**config.mk**
```make
export PLATFORM = sky130hd
export DESIGN_NAME = huffman_tree_build_encode_decode_core
export DESIGN_NICKNAME = d
export VERILOG_FILES = /design/src/hdl/hte_pkg.sv /design/src/hdl/hte_node_ram.sv /design/src/hdl/hte_min2.sv /design/src/hdl/huffman_tree_build_encode_decode_core.sv
export VERILOG_INCLUDE_DIRS = /design/src /design/src/hdl
export SDC_FILE = /design/constraint.sdc
export NUM_CORES = 2
export LEC_CHECK = 0
export BUFFER_PORTS_ARGS = -buffer_cell sky130_fd_sc_hd__buf_2
export CORE_MARGIN = 4
export CORE_UTILIZATION = 59
export CTS_BUF_LIST = sky130_fd_sc_hd__clkbuf_2 sky130_fd_sc_hd__clkbuf_4 sky130_fd_sc_hd__clkbuf_8
export DETAILED_ROUTE_END_ITERATION = 7
export PLACE_DENSITY_LB_ADDON = 0.15
export SLEW_MARGIN = 10
export SYNTH_ARGS = -nofsm -noshare
export SYNTH_HDL_FRONTEND = slang
export SYNTH_SLANG_ARGS = --single-unit
```
**constraint.sdc**
```tcl
create_clock -name clk -period 6.3 [get_ports clk]
set_input_delay 0.315 -clock clk [delete_from_list [all_inputs] [get_ports clk]]
set_output_delay 0.315 -clock clk [all_outputs]
set_load 0.02 [all_outputs]
```
**src/hdl/huffman_tree_build_encode_decode_core_assert.svh**
```systemverilog
// Assertion macros shared by the Huffman tree core.
// Expects signals named clk and arst_n in the scope of each use.
`ifndef HUFFMAN_TREE_BUILD_ENCODE_DECODE_CORE_ASSERT_SVH
`define HUFFMAN_TREE_BUILD_ENCODE_DECODE_CORE_ASSERT_SVH

// Same-cycle implication, disabled while reset is asserted.
`define HTE_ASSERT_SAME(lbl, ante, cons) \
	lbl: assert property (@(posedge clk) disable iff (!arst_n) (ante) |-> (cons)) \
		else $error("hte assertion failed");

// Next-cycle implication, disabled while reset is asserted.
`define HTE_ASSERT_NEXT(lbl, ante, cons) \
	lbl: assert property (@(posedge clk) disable iff (!arst_n) (ante) |=> (cons)) \
		else $error("hte assertion failed");

`endif

```
**src/hdl/hte_pkg.sv**
```systemverilog
// Shared types and codes for the Huffman tree core.
// No dependencies.
package hte_pkg;

	localparam int CODE_BITS = 31;
	localparam int LEN_W     = 5;

	localparam logic [1:0] REQ_LOAD   = 2'd0;
	localparam logic [1:0] REQ_QUERY  = 2'd1;
	localparam logic [1:0] REQ_DECODE = 2'd2;

	localparam logic [1:0] STAT_OK        = 2'd0;
	localparam logic [1:0] STAT_NO_TREE   = 2'd1;
	localparam logic [1:0] STAT_BAD_INDEX = 2'd2;
	localparam logic [1:0] STAT_FULL      = 2'd3;

	typedef enum logic [3:0] {
		S_IDLE,
		S_SCAN,
		S_SCAN_END,
		S_WR_A,
		S_WR_B,
		S_WR_K,
		S_QRY_WAIT,
		S_QRY_UP,
		S_DEC_WAIT,
		S_DEC_SYM
	} hte_state_t;

endpackage

```
**src/hdl/hte_node_ram.sv**
```systemverilog
// Node table memory: one write port, one registered read port.
// No dependencies.
module hte_node_ram #(
	parameter int DEPTH = 63,
	parameter int AW    = 6,
	parameter int DW    = 48
) (
	input  logic          clk,
	input  logic          wr_en,
	input  logic [AW-1:0] wr_addr,
	input  logic [DW-1:0] wr_data,
	input  logic          rd_en,
	input  logic [AW-1:0] rd_addr,
	output logic [DW-1:0] rd_data
);

	logic [DW-1:0] mem [DEPTH];

	always_ff @(posedge clk) begin
		if (wr_en) begin
			mem[wr_addr] <= wr_data;
		end
	end

	always_ff @(posedge clk) begin
		if (rd_en) begin
			rd_data <= mem[rd_addr];
		end
	end

endmodule

```
**src/hdl/hte_min2.sv**
```systemverilog
// Tracks the two lightest parentless nodes over one in-order table scan.
// No dependencies.
module hte_min2 #(
	parameter int IW = 6,
	parameter int WW = 21,
	parameter int EW = 48
) (
	input  logic          clk,
	input  logic          arst_n,
	input  logic          clear,
	input  logic          in_valid,
	input  logic          in_skip,
	input  logic [IW-1:0] in_idx,
	input  logic [WW-1:0] in_w,
	input  logic [EW-1:0] in_entry,
	output logic [IW-1:0] idx1,
	output logic [IW-1:0] idx2,
	output logic [WW-1:0] w1,
	output logic [WW-1:0] w2,
	output logic [EW-1:0] e1,
	output logic [EW-1:0] e2
);

	logic found1_q, found2_q;
	logic [IW-1:0] idx1_q, idx2_q;
	logic [WW-1:0] w1_q, w2_q;
	logic [EW-1:0] e1_q, e2_q;

	// Strict compares keep the lowest index among equal weights.
	always_ff @(posedge clk or negedge arst_n) begin
		if (!arst_n) begin
			found1_q <= 1'b0;
			found2_q <= 1'b0;
		end else if (clear) begin
			found1_q <= 1'b0;
			found2_q <= 1'b0;
		end else if (in_valid && !in_skip) begin
			if (!found1_q || in_w < w1_q) begin
				found1_q <= 1'b1;
				found2_q <= found1_q;
			end else if (!found2_q || in_w < w2_q) begin
				found2_q <= 1'b1;
			end
		end
	end

	always_ff @(posedge clk) begin
		if (!clear && in_valid && !in_skip) begin
			if (!found1_q || in_w < w1_q) begin
				idx2_q <= idx1_q;
				w2_q   <= w1_q;
				e2_q   <= e1_q;
				idx1_q <= in_idx;
				w1_q   <= in_w;
				e1_q   <= in_entry;
			end else if (!found2_q || in_w < w2_q) begin
				idx2_q <= in_idx;
				w2_q   <= in_w;
				e2_q   <= in_entry;
			end
		end
	end

	assign idx1 = idx1_q;
	assign idx2 = idx2_q;
	assign w1   = w1_q;
	assign w2   = w2_q;
	assign e1   = e1_q;
	assign e2   = e2_q;

endmodule

```
**src/hdl/huffman_tree_build_encode_decode_core.sv**
```systemverilog
// Loads: result in the next cycle. Build after the last leaf: a table scan and three writes per merge.
// Code query: one table read per tree level. Decode bit: one node read, plus a leaf read on reaching a leaf.
// One item at a time; throughput is set by the single read port of the node table.
// Results are single-cycle strobes on done; the receiver cannot stall them.
// Reset clears the control state (leaf count, tree flag, decode position); the node table
// is not cleared and every entry is written before it is read.
`include "huffman_tree_build_encode_decode_core_assert.svh"

module huffman_tree_build_encode_decode_core
	import hte_pkg::*;
#(
	parameter int MAX_LEAVES  = 32,
	parameter int WEIGHT_BITS = 16
) (
	input  logic                 clk,
	input  logic                 arst_n,
	input  logic                 start,
	output logic                 busy,
	input  logic [1:0]           req_type,
	input  logic [7:0]           leaf_symbol,
	input  logic [15:0]          leaf_weight,
	input  logic                 is_last_leaf,
	input  logic [4:0]           leaf_index,
	input  logic                 code_bit,
	output logic                 done,
	output logic [1:0]           status,
	output logic [CODE_BITS-1:0] code_bits,
	output logic [LEN_W-1:0]     code_length,
	output logic [7:0]           symbol,
	output logic                 symbol_valid
);

	localparam int NC  = 2 * MAX_LEAVES - 1;
	localparam int IW  = $clog2(NC);
	localparam int LCW = $clog2(MAX_LEAVES + 1);
	localparam int NWW = WEIGHT_BITS + $clog2(MAX_LEAVES);
	localparam int LW  = (WEIGHT_BITS < 16) ? WEIGHT_BITS : 16;
	localparam int CW  = (LCW > 5) ? LCW : 5;

	typedef struct packed {
		logic [7:0]     sym;
		logic [NWW-1:0] w;
		logic [IW-1:0]  par;
		logic           hp;
		logic [IW-1:0]  lft;
		logic [IW-1:0]  rgt;
	} node_t;

	localparam int EW = $bits(node_t);

	hte_state_t state_q, state_d;
	logic [LCW-1:0] lc_q, lc_d;
	logic built_q, built_d;
	logic [IW-1:0] dp_q, dp_d, k_q, k_d, a_q, a_d, p_q, p_d, up_q, up_d;
	logic code_bit_q, code_bit_d;
	logic done_q, done_d;
	logic [1:0] status_q, status_d;
	logic [CODE_BITS-1:0] bits_q, bits_d;
	logic [LEN_W-1:0] len_q, len_d;
	logic [7:0] sym_q, sym_d;
	logic sv_q, sv_d;
	logic rv_s1;
	logic [IW-1:0] ridx_s1;

	logic rd_en, wr_en, trk_clear;
	logic [IW-1:0] rd_addr, wr_addr;
	logic [EW-1:0] rd_data, wr_data;
	node_t rd_node, wr_node;

	logic [IW-1:0] t_idx1, t_idx2;
	logic [NWW-1:0] t_w1, t_w2;
	logic [EW-1:0] t_e1, t_e2;

	logic accept, full;
	logic [LCW-1:0] lc_eff, new_lc;
	logic [IW-1:0] root, p_sel, child;
	node_t ea, eb;

	assign busy    = (state_q != S_IDLE);
	assign accept  = start && !busy;
	assign rd_node = node_t'(rd_data);
	assign wr_data = EW'(wr_node);
	assign root    = IW'({lc_q, 1'b0}) - IW'(2);
	assign lc_eff  = built_q ? '0 : lc_q;
	assign full    = (lc_eff >= LCW'(MAX_LEAVES));
	assign new_lc  = lc_eff + LCW'(!full);

	hte_node_ram #(.DEPTH(NC), .AW(IW), .DW(EW)) u_ram (
		.clk     (clk),
		.wr_en   (wr_en),
		.wr_addr (wr_addr),
		.wr_data (wr_data),
		.rd_en   (rd_en),
		.rd_addr (rd_addr),
		.rd_data (rd_data)
	);

	hte_min2 #(.IW(IW), .WW(NWW), .EW(EW)) u_min2 (
		.clk      (clk),
		.arst_n   (arst_n),
		.clear    (trk_clear),
		.in_valid (rv_s1),
		.in_skip  (rd_node.hp),
		.in_idx   (ridx_s1),
		.in_w     (rd_node.w),
		.in_entry (rd_data),
		.idx1     (t_idx1),
		.idx2     (t_idx2),
		.w1       (t_w1),
		.w2       (t_w2),
		.e1       (t_e1),
		.e2       (t_e2)
	);

	always_ff @(posedge clk or negedge arst_n) begin
		if (!arst_n) begin
			state_q    <= S_IDLE;
			lc_q       <= '0;
			built_q    <= 1'b0;
			dp_q       <= '0;
			done_q     <= 1'b0;
			rv_s1      <= 1'b0;
		end else begin
			state_q    <= state_d;
			lc_q       <= lc_d;
			built_q    <= built_d;
			dp_q       <= dp_d;
			done_q     <= done_d;
			rv_s1      <= (state_q == S_SCAN);
		end
	end

	always_ff @(posedge clk) begin
		k_q        <= k_d;
		a_q        <= a_d;
		p_q        <= p_d;
		up_q       <= up_d;
		code_bit_q <= code_bit_d;
		status_q   <= status_d;
		bits_q     <= bits_d;
		len_q      <= len_d;
		sym_q      <= sym_d;
		sv_q       <= sv_d;
		ridx_s1    <= a_q;
	end

	always_comb begin
		state_d    = state_q;
		lc_d       = lc_q;
		built_d    = built_q;
		dp_d       = dp_q;
		k_d        = k_q;
		a_d        = a_q;
		p_d        = p_q;
		up_d       = up_q;
		code_bit_d = code_bit_q;
		status_d   = status_q;
		bits_d     = bits_q;
		len_d      = len_q;
		sym_d      = sym_q;
		sv_d       = sv_q;
		done_d     = 1'b0;
		rd_en      = 1'b0;
		rd_addr    = '0;
		wr_en      = 1'b0;
		wr_addr    = '0;
		wr_node    = '0;
		trk_clear  = 1'b0;
		p_sel      = dp_q;
		child      = '0;
		ea         = node_t'(t_e1);
		eb         = node_t'(t_e2);
		ea.hp      = 1'b1;
		ea.par     = k_q;
		eb.hp      = 1'b1;
		eb.par     = k_q;

		unique case (state_q)
			S_IDLE: begin
				if (accept) begin
					status_d   = STAT_OK;
					bits_d     = '0;
					len_d      = '0;
					sym_d      = '0;
					sv_d       = 1'b0;
					code_bit_d = code_bit;
					unique case (req_type)
						REQ_LOAD: begin
							lc_d    = new_lc;
							built_d = 1'b0;
							if (built_q) begin
								dp_d = '0;
							end
							if (full) begin
								status_d = STAT_FULL;
							end else begin
								wr_en   = 1'b1;
								wr_addr = IW'(lc_eff);
								wr_node.sym = leaf_symbol;
								wr_node.w   = NWW'(leaf_weight[LW-1:0]);
							end
							if (is_last_leaf && new_lc > LCW'(1)) begin
								k_d     = IW'(new_lc);
								a_d     = '0;
								state_d = S_SCAN;
							end else begin
								// A single leaf is a complete tree with its root at node zero.
								if (is_last_leaf && new_lc == LCW'(1)) begin
									built_d = 1'b1;
									dp_d    = '0;
								end
								done_d = 1'b1;
							end
						end
						REQ_QUERY: begin
							if (!built_q) begin
								status_d = STAT_NO_TREE;
								done_d   = 1'b1;
							end else if (CW'(leaf_index) >= CW'(lc_q)) begin
								status_d = STAT_BAD_INDEX;
								done_d   = 1'b1;
							end else begin
								rd_en   = 1'b1;
								rd_addr = IW'(leaf_index);
								p_d     = IW'(leaf_index);
								state_d = S_QRY_WAIT;
							end
						end
						REQ_DECODE: begin
							if (!built_q || lc_q < LCW'(2)) begin
								status_d = STAT_NO_TREE;
								done_d   = 1'b1;
							end else begin
								if ({1'b0, dp_q} >= (IW + 1)'(NC) || dp_q < IW'(lc_q)) begin
									p_sel = root;
								end
								rd_en   = 1'b1;
								rd_addr = p_sel;
								p_d     = p_sel;
								state_d = S_DEC_WAIT;
							end
						end
						default: begin
							done_d = 1'b1;
						end
					endcase
				end
			end
			S_SCAN: begin
				rd_en     = 1'b1;
				rd_addr   = a_q;
				a_d       = a_q + IW'(1);
				trk_clear = (a_q == '0);
				if (a_q == k_q - IW'(1)) begin
					state_d = S_SCAN_END;
				end
			end
			S_SCAN_END: begin
				state_d = S_WR_A;
			end
			S_WR_A: begin
				wr_en   = 1'b1;
				wr_addr = t_idx1;
				wr_node = ea;
				state_d = S_WR_B;
			end
			S_WR_B: begin
				wr_en   = 1'b1;
				wr_addr = t_idx2;
				wr_node = eb;
				state_d = S_WR_K;
			end
			S_WR_K: begin
				wr_en       = 1'b1;
				wr_addr     = k_q;
				wr_node.w   = t_w1 + t_w2;
				wr_node.lft = t_idx1;
				wr_node.rgt = t_idx2;
				if (k_q == root) begin
					built_d = 1'b1;
					dp_d    = root;
					done_d  = 1'b1;
					state_d = S_IDLE;
				end else begin
					k_d     = k_q + IW'(1);
					a_d     = '0;
					state_d = S_SCAN;
				end
			end
			S_QRY_WAIT, S_QRY_UP: begin
				// In the upward step the entry read is the parent of p_q.
				if (state_q == S_QRY_UP) begin
					if (len_q < LEN_W'(CODE_BITS)) begin
						if (rd_node.lft != p_q) begin
							bits_d = bits_q | (CODE_BITS'(1) << len_q);
						end
						len_d = len_q + LEN_W'(1);
					end
					p_d = up_q;
				end
				if (rd_node.hp && {1'b0, rd_node.par} < (IW + 1)'(NC)) begin
					rd_en   = 1'b1;
					rd_addr = rd_node.par;
					up_d    = rd_node.par;
					state_d = S_QRY_UP;
				end else begin
					done_d  = 1'b1;
					state_d = S_IDLE;
				end
			end
			S_DEC_WAIT: begin
				child = code_bit_q ? rd_node.rgt : rd_node.lft;
				if ({1'b0, child} >= (IW + 1)'(NC)) begin
					child = root;
				end
				if (child < IW'(lc_q)) begin
					rd_en   = 1'b1;
					rd_addr = child;
					state_d = S_DEC_SYM;
				end else begin
					dp_d    = child;
					done_d  = 1'b1;
					state_d = S_IDLE;
				end
			end
			S_DEC_SYM: begin
				sym_d   = rd_node.sym;
				sv_d    = 1'b1;
				dp_d    = root;
				done_d  = 1'b1;
				state_d = S_IDLE;
			end
			default: begin
				state_d = S_IDLE;
			end
		endcase
	end

	assign done         = done_q;
	assign status       = status_q;
	assign code_bits    = bits_q;
	assign code_length  = len_q;
	assign symbol       = sym_q;
	assign symbol_valid = sv_q;

	`HTE_ASSERT_SAME(a_done_idle, done_q, !busy)
	`HTE_ASSERT_NEXT(a_accept_progress, accept, busy || done_q)
	`HTE_ASSERT_SAME(a_wr_in_range, wr_en, {1'b0, wr_addr} < (IW + 1)'(NC))
	`HTE_ASSERT_SAME(a_sym_ok, done_q && sv_q, status_q == STAT_OK)
	`HTE_ASSERT_SAME(a_lc_bound, 1'b1, lc_q <= LCW'(MAX_LEAVES))

endmodule
```
# == Word-level counts from Yosys, hierarchy flattened ==
# Memories as Yosys holds them, arrays and structs flattened. A register that Yosys moved wholly into a read port is not among the register bits.
# Index checks and enable logic that the tools add are counted.
# W data, S select, Z words.
# op_classes
bitwise,1
add_sub_neg,7
mux,122
order_cmp,12
eq_ne,31
n_shift,1
reduce_logical,50
# ops
cell,n
$mux W6,34
$mux W31,4
$mux W48,2
$mux W29,3
$pmux W21 S4,1
$pmux W6 S4,3
$pmux W31 S2,1
$pmux W6 S2,4
$lt A21 B21 Y1,2
$mux W21,2
$pmux W12 S3,1
$mux W1,35
$pmux W4 S8,1
$or A31 B31 Y31,1
$shl A1 B5 Y31 const A,1
$mux W4,7
$mux W5,5
$pmux W8 S3,1
$add A21 B21 Y21,1
$reduce_and A5 Y1,4
$ge A6 B6 Y1 const B,3
$pmux W6 S3,1
$eq A4 B3 Y1 const B,4
$ne A2 B2 Y1 const B,8
50 further kinds,95
# totals
inputBits,36
register_bits,249
mem_bits_rw,3024
elab_cells,250
output_inout_bits,49
memories,1
# memory_table
name,words,width,read_ports,rd_clocked_by_memory_dff,wr,line,rtl
u_ram.mem,63,48,1,1,1,hte_node_ram.sv:17,logic [DW-1:0] mem [DEPTH];

# == Logic depth before layout (Yosys ltp) ==
# depth
depth_word,11
mapped_depth,23
mapped_depth_nobuf,17

# == By module ==
# A second synthesis with hierarchy kept.
# unflattened
cells_unflattened,6553
hier_area_um2,131932.8
# by_module_without_submodules
module,seq_area_each_um2,n_inst,area_per_inst_um2,cells_per_inst
hte_node_ram,92248.5,1,117680.4,5301
huffman_tree_build_encode_decode_core,2757.6,1,7724.9,865
hte_min2,4554.4,1,6527.5,387

# == Worst setup path after synthesis ==
# Ideal clock, no wire load.
# synth_timing
path_type,reg-to-reg
startpoint,register u_min2.e1[20] (netlist name)
endpoint,"register u_min2.e2_q[0], in the netlist u_min2.e2[0], enable pin"
arrival_time_ns,5.885
stages_incl_launch_ff,15
required_time_ns,5.778
period_less_slack_ns,6.407
path_slack_ns,-0.107
path_buffers,2
setup_time_ns,0.522
cell_sequence,edfxtp_1 inv_1 ha_1 a21o_1 a21o_1 a21oi_1 nor2b_1 o21ai_0 a21oi_1 o211ai_1 a21oi_1 a211o_1 clkbuf_1 clkbuf_1 a211oi_1
# synth_lines
element,line,rtl
end signal: assignment,hte_min2.sv:52,e2_q <= e1_q;
end signal: assignment,hte_min2.sv:59,e2_q <= in_entry;
end: declaration,hte_min2.sv:27,"logic [EW-1:0] e1_q, e2_q;"

# == Worst setup path after layout ==
# layout_timing
startpoint,register u_ram.rd_data[6] (read register of u_ram.mem)
endpoint,register u_ram.rd_data[0] (read register of u_ram.mem) (data pin)
# layout_between
elab_chain_len,7
word_cells_on_any_way,9
classes_between,order compare (2); mux (7)
# layout_lines
element,line,rtl
start: declaration,hte_node_ram.sv:14,output logic [DW-1:0] rd_data
$mux W6 *,huffman_tree_build_encode_decode_core.sv:312,child = code_bit_q ? rd_node.rgt : rd_node.lft;
$ge A6 B6 Y1,huffman_tree_build_encode_decode_core.sv:313,"if ({1'b0, child} >= (IW + 1)'(NC)) begin"
$mux W6 *,huffman_tree_build_encode_decode_core.sv:313,
$mux W6 *,huffman_tree_build_encode_decode_core.sv:178,unique case (state_q)
$lt A6 B6 Y1,huffman_tree_build_encode_decode_core.sv:316,if (child < IW'(lc_q)) begin
$mux W6 / $mux W1 (equally long branches),huffman_tree_build_encode_decode_core.sv:316,
$pmux W6 S4 / $pmux W1 S4 (equally long branches),huffman_tree_build_encode_decode_core.sv:178,
# Mark *: on every way between the ends. The rest lies on a longest branch, timed or not. The select of a mux whose other input is x is not followed.
# A chain may end at the register's enable or synchronous reset.

==> reports/qor.txt <==
Status: complete, but fails checks
Failing checks: DRC
Placeable Area: 222,000 sq um
Num rows: 173
Unrepaired setup endpoints after global routing: no
CTS Buf Count: 542
Unique masters post-synth: 90
Final WL: 459,000 um
CTS Sinks: 3,265
Reg2reg path depth: 20
Cell area after synthesis: 132,000 sq um
Final Slew Violations: 0
Post-synth EDFFs: 3,238
Largest stage delay, worst path: 710 ps
Final RePlAce weighted congestion: 0.957
Crit path cell chain: buf_12 > nor2b_1 > and4_1 > o21a_2 > a21oi_1 > ha_1 > and3_1 > a221oi_2 > nand2_1 > or4_4 > o211a_4 > buf_12 > buf_4 > buf_4 > nand2_1 > nand3_1 > nand4_1 > a31oi_1 > a211oi_1 > nand4_1
Die H: 481 um
GR Overflow Total: 0
Crit Path Max Fanout: 52
Async set or reset register ratio after synthesis: 0.643%
Worst VDD drop: 0.417 mV
Initial DRT Pass Iterations: 8
Final ANT Viol Nets: 0
Layout Cells excl Fill: 13,300
Share of cells above drive strength 1: 15.6%
Global Route Usage Sum: 39.0%
Cell with the largest stage delay on the worst path: nand4_1
Clock skew: 121 ps
Reg-to-reg slack, setup: 60 ps
Ys Warns: 0
Die ar.: 231,000 sq um
# DRC: 2
Sequential element share of the synthesized area: 74.2%
Top Ports: 85
Design Area, Final: 150,000 sq um
Synthesis-stage register bit count: 3,265
Worst skew pair latency: 1140 ps
Initial antenna violation count: 27
Area of the multi-input gates: 31,800 sq um
Worst hold path depth: 4
P_leak: 0.0518 uW
Detailed placement HPWL: 261,000 um
Final period util: 99.0%
First-pass GRT wire length: 636,000 um
Vias in the first global route: 85,400
Period minus WS final: 6240 ps
Final Hold Vio Count: 0
Mapped Nets: 9,528
Final nets: 10,100
Crit path kind: flip-flop to flip-flop
Starting Density: 59.3%
Req. time, crit path: 6870 ps
Reg clk slew, reported paths: 70 ps
Cell depth of the worst setup path: 20
Slew HR: 12.3%
Tot Pwr: 68,900 uW
# H-tree levels: 6
Worst path top cell family by delay: simple AND/OR/NAND/NOR gates
DP Area: 139,000 sq um
Final TNS setup: 0 ps
Vias per cell: 6.85
Gate Count Post-Synth: 9,397
IO Port Bufs: 84
Root buf cell: clkbuf_8
Placed insts: 12,300
Iteration-0 DRC Markers: 16,200
Die X: 481 um
Worst hold path type: input port to flip-flop
Data arrival, critical path: 6810 ps
Final setup vio count: 0
Vias: 90,900
CTS tree: done
Crit end category: flip-flop
CP Launch Type: flip-flop
Per-cell routed wire length: 34.6 um
Number of fillers in the final layout: 15,400
Buf+Inv Stages, Crit Path: 4
Worst-Margin Slew: 1310 ps
Largest net degree at the start of global routing: 94
FMAX: 160 MHz
CTS Buffer Depth: 4
Max-Cap Viols: 0
Predominant post-synthesis flop cell: edfxtp_1
Area growth, synth to finish: 13.6%
Pwr Density: 460 nW/um^2
Register area: 97,900 sq um
Mapped Avg Cell Area: 14.0 sq um
[stage by stage]
| step | hold WS [ps] | setup slack (ps) | util, % |
|---|---|---|---|
| 2_1_floorplan | 19.4 | 57.0 | - |
| 3_3_place_gp | 344 | -483 | 62.7 |
| 3_5_place_dp | 338 | -494 | 62.7 |
| 4_1_cts | 97.2 | 7.42 | 67.4 |
| 5_1_grt | 206 | 5.50 | 67.4 |
| 6_report | 197 | 62.4 | 67.4 |
[worst reg2reg max path, delay by kind of cell, from the launching register on]
kind	cells	cell delay, ps
AOI/OAI and AO/OA	6	1670
adders and majority gates	1	300
buffers and inverters	4	1080
DFF	1	410
and+or+nand+nor	9	2210
[cells in the final DEF (no fill, tap or decap), types with 60 or more instances in the layout]
| cell type | synthesis | final |
|---|---|---|
| clkbuf_8 | 0 | 563 |
| nor2_4 | 0 | 69 |
| inv_1 | 90 | 82 |
| nand3_1 | 558 | 555 |
| ha_1 | 94 | 94 |
| o211ai_1 | 91 | 91 |
| and3_1 | 293 | 292 |
| buf_2 | 324 | 84 |
| a21oi_1 | 198 | 192 |
| nand4_1 | 71 | 71 |
| mux2i_1 | 284 | 284 |
| nor3_1 | 67 | 64 |
| a32oi_1 | 60 | 60 |
| buf_4 | 45 | 383 |
| nor2_1 | 217 | 143 |
| a211oi_1 | 261 | 258 |
| edfxtp_1 | 3238 | 3238 |
| clkbuf_4 | 0 | 167 |
| o21ai_0 | 97 | 82 |
| nand2_1 | 2097 | 2088 |
| a31oi_1 | 396 | 396 |
| buf_12 | 0 | 124 |
| a311oi_1 | 88 | 88 |
| clkinv_1 | 0 | 103 |
[cells by family after synthesis]
group,Yosys count,synth area share [%]
AOI/OAI and AO/OA,1529,8.19
xor gates and xnor gates,57,0.378
adders and majority gates,95,0.907
buffers and inverters,705,2.46
DFF,3265,74.2
muxes,341,2.64
and+or+nand+nor,3405,11.2
[timing repair]
| item | CTS | global route |
|---|---|---|
| hold endpoints to repair | 100 | 0 |
| gates resized for setup | 4 | 7 |
| pin swaps | 1 | 2 |
| gates cloned | 0 | 1 |
| buffers inserted | 7 | 0 |
| hold buffers | 20 | 0 |
| endpoints found under the setup margin | 4 | 2 |
[metal layers]
| layer | global-route usage [%] | share of wire [%] | routed length [um] | vias to the layer above |
|---|---|---|---|---|
| met1 | 52.0 | 34 | 158000 | 44700 |
| li1 | - | - | - | 37000 |
| met5 | 0.145 | 0.028 | 129 | - |
| met3 | 13.4 | 16 | 73000 | 1610 |
| met2 | 57.2 | 44 | 200000 | 7643 |
| met4 | 20.4 | 6.2 | 28600 | 16 |
[flip-flops by register name, summed over array words and instances, names as in the netlist, 8 cells and up]
signal / count
symbol: 8
u_ram.mem: 3024
u_ram.rd_data: 48
code_bits: 31
u_min2.e2: 41
u_min2.e1: 41
[path summary, 6_finish.rpt]
kind / from / to
worst max-delay path: u_ram.rd_data[6] / u_ram.rd_data[0]
worst min-delay path: leaf_symbol[7] / u_ram.mem[25][47]
worst max register to register: u_ram.rd_data[6] / u_ram.rd_data[0]
worst min register to register: ridx_s1[4] / u_min2.idx1[4]
max in group asynchronous: arst_n / dp_q[0]
min in group asynchronous: arst_n / u_min2.found1_q
[layout make-up]
cell class | count | area share (%)
clock buffer | 730 | 6.01
timing repair buffer | 611 | 3.99
clock inverter | 160 | 0.683
inverter | 91 | 0.228
antenna | 19 | 0.0317
multi-input combinational | 5428 | 21.2
tap | 2975 | 2.48
sequential | 3265 | 65.3
[where the power goes]
part | switching, uW | internal, uW | total (uW)
Sequential | 1170 | 27100 | 28300
Clock | 8310 | 9590 | 17900
Combinational | 16000 | 6740 | 22800
[Yosys cell counts (all sizes together), types with 23 or more instances]
library cell     n  share of area [%]
mux2            57               0.49
xnor2           31               0.21
a31oi          396                1.9
a21oi          198               0.75
a221oi          24               0.16
a32oi           60               0.40
inv             91               0.26
a22oi           36               0.21
a211oi         263                1.5
a222oi          39               0.30
a211o           26               0.17
o22ai           33               0.16
o211ai          92               0.53
ha              94               0.89
nor2b           23               0.11
nor2           217               0.62
nand3          558                2.1
and3           293                1.4
a311oi          88               0.58
buf            441                1.7
clkbuf         173               0.49
nor3            70               0.28
mux2i          284                2.2
edfxtp        3238                 74
xor2            26               0.17
nand2         2100                6.0
o21ai          100               0.39
nand4           71               0.34
Note: power is estimated with default switching activity, not from simulation.
